--- src/sv/thrm_pkg.sv ---
// Shared widths, calibration data and ROM lookup for the thermistor interpolator.
package thrm_pkg;

    localparam int ADC_W            = 10;
    localparam int TEMP_W           = 11;
    localparam int ENTRY_W          = ADC_W + TEMP_W;
    localparam int DY_W             = TEMP_W + 1;
    localparam int PROD1_W          = 2 * TEMP_W;
    localparam int PROD2_W          = DY_W + ADC_W + 1;
    localparam int NUM_W            = PROD2_W + 1;
    localparam int DATA_POINTS      = 50;
    localparam int TABLE_POINTS_DEF = 50;
    localparam int ROM_IDX_W        = 8;

    localparam logic [ADC_W-1:0] BASE_ADC [DATA_POINTS] = '{
        10'd1,   10'd31,  10'd41,  10'd51,  10'd61,  10'd71,  10'd81,  10'd91,
        10'd101, 10'd111, 10'd121, 10'd131, 10'd141, 10'd151, 10'd161, 10'd171,
        10'd181, 10'd191, 10'd201, 10'd221, 10'd241, 10'd261, 10'd281, 10'd301,
        10'd331, 10'd361, 10'd391, 10'd421, 10'd451, 10'd491, 10'd531, 10'd571,
        10'd611, 10'd641, 10'd681, 10'd711, 10'd751, 10'd791, 10'd811, 10'd831,
        10'd871, 10'd881, 10'd901, 10'd921, 10'd941, 10'd971, 10'd981, 10'd991,
        10'd1001, 10'd1021
    };

    localparam logic signed [TEMP_W-1:0] BASE_TEMP [DATA_POINTS] = '{
        11'sd938, 11'sd314, 11'sd290, 11'sd272, 11'sd258, 11'sd247, 11'sd237,
        11'sd229, 11'sd221, 11'sd215, 11'sd209, 11'sd204, 11'sd199, 11'sd195,
        11'sd190, 11'sd187, 11'sd183, 11'sd179, 11'sd176, 11'sd170, 11'sd165,
        11'sd160, 11'sd155, 11'sd150, 11'sd144, 11'sd139, 11'sd133, 11'sd128,
        11'sd123, 11'sd117, 11'sd111, 11'sd105, 11'sd100, 11'sd95,  11'sd90,
        11'sd85,  11'sd79,  11'sd72,  11'sd69,  11'sd65,  11'sd57,  11'sd55,
        11'sd51,  11'sd45,  11'sd39,  11'sd28,  11'sd23,  11'sd17,  11'sd9,
        -11'sd27
    };

    // Entries past the data repeat the last calibration point.
    function automatic logic [ENTRY_W-1:0] rom_entry(input logic [ROM_IDX_W-1:0] idx);
        int k;
        k = (int'(idx) < DATA_POINTS) ? int'(idx) : DATA_POINTS - 1;
        return {BASE_ADC[k], BASE_TEMP[k]};
    endfunction

endpackage

--- src/sv/thrm_if.sv ---
// Valid/ready channel interfaces for ADC samples and temperature results.
interface thrm_sample_if;
    import thrm_pkg::*;

    logic              valid;
    logic              ready;
    logic [ADC_W-1:0]  adc_value;

    modport source (output valid, output adc_value, input ready);
    modport sink   (input valid, input adc_value, output ready);
endinterface

interface thrm_result_if;
    import thrm_pkg::*;

    logic                      valid;
    logic                      ready;
    logic signed [TEMP_W-1:0]  temperature;
    logic                      out_of_range;

    modport source (output valid, output temperature, output out_of_range, input ready);
    modport sink   (input valid, input temperature, input out_of_range, output ready);
endinterface

--- src/sv/thrm_div.sv ---
// Restoring divider, one quotient bit per cycle, for the interpolation step.
module thrm_div (
    input  logic                        clk,
    input  logic                        rst_n,
    input  logic                        start,
    input  logic [thrm_pkg::NUM_W-1:0]  dividend,
    input  logic [thrm_pkg::ADC_W-1:0]  divisor,
    output logic                        done,
    output logic [thrm_pkg::NUM_W-1:0]  quotient
);
    import thrm_pkg::*;

    localparam int CNT_W = $clog2(NUM_W);

    logic             busy_reg;
    logic             done_reg;
    logic [CNT_W-1:0] cnt_reg;
    logic [ADC_W-1:0] rem_reg;
    logic [ADC_W-1:0] dvs_reg;
    logic [NUM_W-1:0] quo_reg;

    logic [ADC_W:0]   shifted;
    logic             fits;

    assign shifted = {rem_reg, quo_reg[NUM_W-1]};
    assign fits    = shifted >= {1'b0, dvs_reg};

    always_ff @(posedge clk or negedge rst_n)
    begin
        if (!rst_n)
        begin
            busy_reg <= 1'b0;
            done_reg <= 1'b0;
            cnt_reg  <= '0;
        end
        else
        begin
            done_reg <= 1'b0;
            if (start)
            begin
                busy_reg <= 1'b1;
                cnt_reg  <= CNT_W'(NUM_W - 1);
            end
            else if (busy_reg)
            begin
                cnt_reg <= cnt_reg - 1'b1;
                if (cnt_reg == '0)
                begin
                    busy_reg <= 1'b0;
                    done_reg <= 1'b1;
                end
            end
        end
    end

    always_ff @(posedge clk)
    begin
        if (start)
        begin
            rem_reg <= '0;
            dvs_reg <= divisor;
            quo_reg <= dividend;
        end
        else if (busy_reg)
        begin
            rem_reg <= fits ? ADC_W'(shifted - {1'b0, dvs_reg}) : shifted[ADC_W-1:0];
            quo_reg <= {quo_reg[NUM_W-2:0], fits};
        end
    end

    assign done     = done_reg;
    assign quotient = quo_reg;

endmodule

--- src/sv/thermistor_table_interpolator_top.sv ---
// Thermistor table interpolator: ROM scan, linear interpolation, iterative divide.
// Steps: an accepted sample scans the ROM one entry per cycle up to the first breakpoint
//   at or above the sample (or the last entry); an exact match or clamp then goes to emit,
//   while an interpolated sample passes through multiply, add and the bit-serial divider.
// One sample at a time: a new sample is accepted only once the block is back in idle.
// Reset: rst_n clears control and the output valid; the ROM needs no loading.
module thermistor_table_interpolator_top #(
    parameter int TABLE_POINTS = thrm_pkg::TABLE_POINTS_DEF
) (
    input  logic            clk,
    input  logic            rst_n,
    thrm_sample_if.sink     sample,
    thrm_result_if.source   result
);
    import thrm_pkg::*;

    localparam int IDX_W = (TABLE_POINTS > 1) ? $clog2(TABLE_POINTS) : 1;
    localparam logic [IDX_W-1:0] LAST_IDX = IDX_W'(TABLE_POINTS - 1);

    typedef enum logic [5:0] {
        ST_IDLE = 6'b000001,
        ST_SCAN = 6'b000010,
        ST_MUL  = 6'b000100,
        ST_ADD  = 6'b001000,
        ST_DIV  = 6'b010000,
        ST_EMIT = 6'b100000
    } state_t;

    state_t                     state_reg, state_next;
    logic [ADC_W-1:0]           adc_reg;
    logic [IDX_W-1:0]           addr_reg;
    logic [ENTRY_W-1:0]         rom_q_reg;
    logic [IDX_W-1:0]           q_idx_reg;
    logic                       q_valid_reg;
    logic [ENTRY_W-1:0]         prev_reg;
    logic [ADC_W-1:0]           den_reg;
    logic [ADC_W-1:0]           dx_reg;
    logic signed [DY_W-1:0]     dy_reg;
    logic signed [TEMP_W-1:0]   y1_reg;
    logic signed [PROD1_W-1:0]  prod1_reg;
    logic signed [PROD2_W-1:0]  prod2_reg;
    logic                       neg_reg;
    logic signed [TEMP_W-1:0]   res_temp_reg;
    logic                       res_flag_reg;
    logic                       out_valid_reg;
    logic signed [TEMP_W-1:0]   out_temp_reg;
    logic                       out_flag_reg;

    logic [ADC_W-1:0]           x_q;
    logic signed [TEMP_W-1:0]   y_q;
    logic [ADC_W-1:0]           x_prev;
    logic signed [TEMP_W-1:0]   y_prev;
    logic                       hit;
    logic                       past_end;
    logic                       accept;
    logic                       out_free;
    logic signed [NUM_W-1:0]    num;
    logic [NUM_W-1:0]           mag;
    logic                       div_start;
    logic                       div_done;
    logic [NUM_W-1:0]           quotient;
    logic [TEMP_W-1:0]          quo_low;

    assign x_q      = rom_q_reg[ENTRY_W-1:TEMP_W];
    assign y_q      = signed'(rom_q_reg[TEMP_W-1:0]);
    assign x_prev   = prev_reg[ENTRY_W-1:TEMP_W];
    assign y_prev   = signed'(prev_reg[TEMP_W-1:0]);
    assign hit      = q_valid_reg && (x_q >= adc_reg);
    assign past_end = q_valid_reg && (q_idx_reg == LAST_IDX);
    assign accept   = sample.valid && sample.ready;
    assign out_free = !out_valid_reg || result.ready;
    assign num      = NUM_W'(prod1_reg) + NUM_W'(prod2_reg);
    assign mag      = num[NUM_W-1] ? NUM_W'(-num) : NUM_W'(num);
    assign div_start = (state_reg == ST_ADD);
    assign quo_low  = quotient[TEMP_W-1:0];

    assign sample.ready = (state_reg == ST_IDLE);

    always_comb
    begin
        state_next = state_reg;
        unique case (state_reg)
            ST_IDLE:
            begin
                if (accept)
                    state_next = ST_SCAN;
            end
            ST_SCAN:
            begin
                if (hit)
                    state_next = (x_q == adc_reg || q_idx_reg == '0) ? ST_EMIT : ST_MUL;
                else if (past_end)
                    state_next = ST_EMIT;
            end
            ST_MUL:  state_next = ST_ADD;
            ST_ADD:  state_next = ST_DIV;
            ST_DIV:
            begin
                if (div_done)
                    state_next = ST_EMIT;
            end
            ST_EMIT:
            begin
                if (out_free)
                    state_next = ST_IDLE;
            end
            default: state_next = ST_IDLE;
        endcase
    end

    always_ff @(posedge clk or negedge rst_n)
    begin
        if (!rst_n)
        begin
            state_reg     <= ST_IDLE;
            q_valid_reg   <= 1'b0;
            out_valid_reg <= 1'b0;
        end
        else
        begin
            state_reg <= state_next;
            if (accept)
                q_valid_reg <= 1'b0;
            else if (state_reg == ST_SCAN)
                q_valid_reg <= 1'b1;
            if (state_reg == ST_EMIT && out_free)
                out_valid_reg <= 1'b1;
            else if (result.ready)
                out_valid_reg <= 1'b0;
        end
    end

    // Synchronous ROM port: one entry per cycle while scanning, data registered from the address.
    always_ff @(posedge clk)
    begin
        if (state_reg == ST_SCAN)
        begin
            rom_q_reg <= rom_entry(ROM_IDX_W'(addr_reg));
            q_idx_reg <= addr_reg;
        end
    end

    always_ff @(posedge clk)
    begin
        if (accept)
        begin
            adc_reg  <= sample.adc_value;
            addr_reg <= '0;
        end
        else if (state_reg == ST_SCAN)
        begin
            if (addr_reg != LAST_IDX)
                addr_reg <= addr_reg + 1'b1;
            if (hit)
            begin
                den_reg      <= x_q - x_prev;
                dx_reg       <= adc_reg - x_prev;
                dy_reg       <= DY_W'(y_q) - DY_W'(y_prev);
                y1_reg       <= y_prev;
                res_temp_reg <= y_q;
                // Below the first breakpoint clamps; an exact match does not.
                res_flag_reg <= (x_q != adc_reg) && (q_idx_reg == '0);
            end
            else if (past_end)
            begin
                res_temp_reg <= y_q;
                res_flag_reg <= 1'b1;
            end
            else if (q_valid_reg)
                prev_reg <= rom_q_reg;
        end

        if (state_reg == ST_MUL)
        begin
            prod1_reg <= PROD1_W'(y1_reg * signed'({1'b0, den_reg}));
            prod2_reg <= PROD2_W'(dy_reg * signed'({1'b0, dx_reg}));
        end

        if (state_reg == ST_ADD)
            neg_reg <= num[NUM_W-1];

        // Truncate toward zero: divide the magnitude, then restore the sign.
        if (state_reg == ST_DIV && div_done)
        begin
            res_temp_reg <= neg_reg ? signed'(TEMP_W'(-quo_low)) : signed'(quo_low);
            res_flag_reg <= 1'b0;
        end

        if (state_reg == ST_EMIT && out_free)
        begin
            out_temp_reg <= res_temp_reg;
            out_flag_reg <= res_flag_reg;
        end
    end

    thrm_div u_div (
        .clk      (clk),
        .rst_n    (rst_n),
        .start    (div_start),
        .dividend (mag),
        .divisor  (den_reg),
        .done     (div_done),
        .quotient (quotient)
    );

    assign result.valid        = out_valid_reg;
    assign result.temperature  = out_temp_reg;
    assign result.out_of_range = out_flag_reg;

    a_accept_starts_scan: assert property (@(posedge clk) disable iff (!rst_n)
        accept |=> (state_reg == ST_SCAN) && !q_valid_reg)
        else $error("accepted sample did not start a fresh scan");

    a_div_done_in_div: assert property (@(posedge clk) disable iff (!rst_n)
        div_done |-> (state_reg == ST_DIV))
        else $error("divider finished outside the divide state");

    a_emit_waits: assert property (@(posedge clk) disable iff (!rst_n)
        (state_reg == ST_EMIT) && out_valid_reg && !result.ready |=> (state_reg == ST_EMIT))
        else $error("result left the emit state while the output beat was stalled");

    a_scan_index_bound: assert property (@(posedge clk) disable iff (!rst_n)
        (state_reg == ST_SCAN) && q_valid_reg |-> (q_idx_reg <= LAST_IDX))
        else $error("scan index ran past the table");

endmodule

--- src/flat_wrapper.sv ---
// flat-port wrapper written by rule: the top's interface ports become plain ports
module thermistor_table_interpolator_top_flat import thrm_pkg::*;
#(
    parameter int TABLE_POINTS = thrm_pkg::TABLE_POINTS_DEF
)
  (clk, rst_n, sample_valid, sample_adc_value, sample_ready, result_valid, result_temperature, result_out_of_range, result_ready);
  thrm_sample_if sample_i ();
  thrm_result_if result_i ();
  input  logic clk;
  input  logic rst_n;
  input wire logic [$bits(sample_i.valid)-1:0] sample_valid;
  input wire logic [$bits(sample_i.adc_value)-1:0] sample_adc_value;
  output wire logic [$bits(sample_i.ready)-1:0] sample_ready;
  output wire logic [$bits(result_i.valid)-1:0] result_valid;
  output wire logic [$bits(result_i.temperature)-1:0] result_temperature;
  output wire logic [$bits(result_i.out_of_range)-1:0] result_out_of_range;
  input wire logic [$bits(result_i.ready)-1:0] result_ready;
  assign sample_i.valid = sample_valid;
  assign sample_i.adc_value = sample_adc_value;
  assign sample_ready = sample_i.ready;
  assign result_valid = result_i.valid;
  assign result_temperature = result_i.temperature;
  assign result_out_of_range = result_i.out_of_range;
  assign result_i.ready = result_ready;
  thermistor_table_interpolator_top #(.TABLE_POINTS(TABLE_POINTS)) u_core (.clk(clk), .rst_n(rst_n), .sample(sample_i), .result(result_i));
endmodule
--- config.mk ---
export PLATFORM = sky130hd
export DESIGN_NAME = thermistor_table_interpolator_top_flat
export DESIGN_NICKNAME = d
export VERILOG_FILES = /design/src/sv/thrm_pkg.sv /design/src/sv/thrm_if.sv /design/src/sv/thrm_div.sv /design/src/sv/thermistor_table_interpolator_top.sv /design/src/flat_wrapper.sv
export SDC_FILE = /design/constraint.sdc
export NUM_CORES = 1
export LEC_CHECK = 0
export ABC_AREA = 1
export BUFFER_PORTS_ARGS = -buffer_cell sky130_fd_sc_hd__buf_4
export CAP_MARGIN = 20
export CELL_PAD_IN_SITES_DETAIL_PLACEMENT = 0
export CELL_PAD_IN_SITES_GLOBAL_PLACEMENT = 1
export CORE_ASPECT_RATIO = 2
export CORE_UTILIZATION = 30
export DETAILED_ROUTE_END_ITERATION = 16
export HOLD_SLACK_MARGIN = 0.12
export PLACE_DENSITY_LB_ADDON = 0.15
export SETUP_SLACK_MARGIN = 0.1
export SLEW_MARGIN = 20
export SYNTH_ARGS = -nofsm -noshare
export SYNTH_HDL_FRONTEND = slang
export SYNTH_SLANG_ARGS = --single-unit
--- constraint.sdc ---
create_clock -name clk -period 13.2 [get_ports clk]
set_input_delay 2.64 -clock clk [delete_from_list [all_inputs] [get_ports clk]]
set_output_delay 2.64 -clock clk [all_outputs]
set_load 0.01 [all_outputs]
==> metrics <==
fin. max-slew vios=0; slowest CP cell=fa_1; ys flop type=edfxtp_1; Worst-Margin Slew=1.00 ns; post-synth cell types=60; Final Util=33.1%; vias per cell=4.65; FFs w/ async S/R, synth=6.49%; Mapped Nets=3,033; Power Density=181 mW/mm^2; CP bufs+invs=6; DR WL/cell=19.8 um; Yosys top cell area share=26.8%; dpl ws=7.35 ns; CP Capture Type=flip-flop; total wire length=70,600 um; P&R area growth vs syn=9.33%; CP dominant cell by count=inv_1; r2r setup slk=7.41 ns; crit-path cells=nand2_1 -> inv_1 -> fa_1 -> inv_1 -> fa_1 -> inv_1 -> fa_1 -> inv_1 -> fa_1 -> fa_1 -> inv_1 -> ha_1 -> inv_1 -> nor3_1 -> nand2_1 -> nor4_1 -> nand2_1 -> nand3_1 -> xnor2_1; synth top area cells=edfxtp_1 27%, fa_1 18%, ha_1 11%; slowest cell delay on critical path=0.73 ns; leak pwr=12.2 nW; post-layout power=4.42 mW; WP data required=13.54 ns; CTS tree=yes; Fin Hold WS=0.427 ns; first-pass GRT wire length=106,000 um; crit start category=flip-flop; I/O pin count=28; port bufs=27; Final setup viols=0; htree depth=1; hold depth=0; Die H=388 um; CP delay by family, top=adder cells; Setup CP Type=reg -> reg; Syn Area/Cell=8.54 sq um; Iter 0 DRT Violations=691; number of gates resized after CTS=0; max reg flops=24; synth warn=0; ratio of cells with drive above 1 in the final layout=6.22%; Min-Delay Startpoint=u_core.res_temp_reg[1]$_DFFE_PP_; antenna-violating nets left=0; clock skew=0.0216 ns; Final Wtd Congestion=0.906; status=complete, no violations; DRC errors left=0; Hold Path Class=reg -> reg; die width=195 um; total gr overflow=0; final critical-path required period=5.79 ns; Final #Nets=3,036; dominant cell type by area after synthesis=edfxtp_1; clk buf depth=3; initial antenna violation count=1; Arrival @ worst endpoint=6.13 ns; total vias in the final route=16,588; Clock transition at path regs=0.06 ns; Skew-Pair Late Insertion Delay=0.60 ns; final hold vios=0; std cell rows=141; all-layer global routing usage=19.0%; Mapped Cells=2,613; Final WS setup=7.41 ns; Worst R2R End=u_core.prod1_reg[21]$_DFFE_PP_; sequential-to-total area share from yosys stat=30.0%; CTS Buf Count=27; Seq cells post-synth=231; clock root buffer=clkbuf_16; Worst Hold End=u_core.result.temperature[1]$_DFFE_PP_; number of enable flip-flop cells after synthesis=199; Initial Utilization=30.3%; Post-CTS Setup Inserts=0; RSZ-0062 raised after global routing=no; die area=0.0756 sq mm; Final Cycle Share=43.9%; maximum number of pins on one net before global-route repair=45; mapped cell area=0.0223 sq mm; Hold-fix buffers, CTS=0; dpl hpwl=61,000 um; reg-to-reg startpoint=u_core.den_reg[2]$_DFFE_PP_; DRT Pass-1 Iters=5; Slew HR=33.2%; reg2reg path depth=19; Clock Sinks=231; vias in the first global route=18,159; Final TNS setup=0 ns; core area=0.0737 sq mm; peak supply drop=0.000119 V; Fmax=173 MHz; CP Max Fanout=12; max cap viols=0
==> Yosys cell counts, types with 3 or more instances <==
master / instances
o21ai_1: 24
nand2_1: 574
buf_6: 3
edfxtp_1: 199
xor2_1: 65
a211oi_1: 3
a21o_1: 5
buf_2: 6
ha_1: 201
nor4_1: 5
xnor2_1: 35
o31ai_1: 8
nor2_4: 4
nand3_2: 8
nor3_1: 26
inv_2: 19
dfrtp_1: 14
nand2_4: 6
inv_1: 602
fa_1: 205
buf_1: 7
dfxtp_1: 17
nand4_1: 17
o22ai_1: 5
nor2_1: 113
nand3b_1: 7
a21oi_1: 123
nand2_2: 21
a31oi_1: 7
o211ai_1: 8
o21ai_0: 106
o2111ai_1: 4
o21bai_1: 5
nor2_2: 9
clkbuf_1: 44
nand3_1: 78
==> logic make-up after synthesis <==
group | synth area share (%)
adders and majority gates | 29.7
buffers and inverters | 11.8
AOI/OAI and AO/OA | 7.81
and+or+nand+nor | 16.7
xor gates and xnor gates | 4.07
DFF | 30.0
==> cell type report <==
class                      instances  area [sq um]
clock buffer                      34           702
timing repair buffer              37           278
antenna                            1          2.50
sequential                       231          6690
tap                              929          1160
inverter                         624          2350
fill                            7843         49300
clock inverter                    16           209
multi-input combinational       1695         13000
==> per-layer routing <==
metal	global-route usage, %	vias up	wire (um)
li1	-	8151	-
met2	40.1	272	41800
met3	1.21	152	1230
met5	0	-	0
met1	15.8	8013	21700
met4	14.1	0	5860
==> where the power goes <==
| part | total (mW) | internal [mW] | switching (mW) | leakage [nW] |
|---|---|---|---|---|
| Sequential | 1.09 | 1.01 | 0.0784 | 2.14 |
| Combinational | 2.54 | 0.908 | 1.63 | 9.62 |
| Clock | 0.792 | 0.459 | 0.334 | 0.439 |
==> metrics by stage <==
stage	instance area [sq um]	instances
after detailed placement	23500	3516
final	24400	3567
after global routing	24400	3566
after CTS	24400	3566
after floorplan	22300	2613
after global placement	23500	3516
==> placed cells by master, fill, tap and decap left out, types with 6 or more instances in the layout <==
master	instances
nor3_1	25
edfxtp_1	199
buf_4	37
nand3_1	78
clkbuf_1	7
xor2_1	65
inv_1	601
xnor2_1	35
dfrtp_1	14
a21oi_1	123
nor2_1	111
a31oi_1	7
nand2_4	6
nor2_2	10
dfxtp_1	17
o21ai_1	24
o21ai_0	106
nand2_1	574
nand2_2	21
nand3_2	8
fa_1	205
clkbuf_16	27
o31ai_1	8
inv_2	20
o211ai_1	8
ha_1	201
nand4_1	17
nand3b_1	7
==> worst max-delay path by stage <==
| stage | to | start | cells after the start | slack [ns] |
|---|---|---|---|---|
| final | u_core.prod1_reg[21]$_DFFE_PP_ | u_core.den_reg[2]$_DFFE_PP_ | 19 | 7.41 |
| after global routing | u_core.prod1_reg[21]$_DFFE_PP_ | u_core.den_reg[2]$_DFFE_PP_ | 19 | 6.98 |
| after CTS | u_core.prod2_reg[21]$_DFFE_PP_ | u_core.dx_reg[2]$_DFFE_PP_ | 17 | 7.34 |
| after detailed placement | u_core.prod2_reg[21]$_DFFE_PP_ | u_core.dx_reg[2]$_DFFE_PP_ | 17 | 7.35 |
| after global placement | u_core.prod2_reg[21]$_DFFE_PP_ | u_core.dx_reg[2]$_DFFE_PP_ | 17 | 7.34 |
| after floorplan | u_core.prod2_reg[22]$_DFFE_PP_ | u_core.dy_reg[11]$_DFFE_PP_ | 19 | 7.93 |
Note: power is estimated with default switching activity, not from simulation.
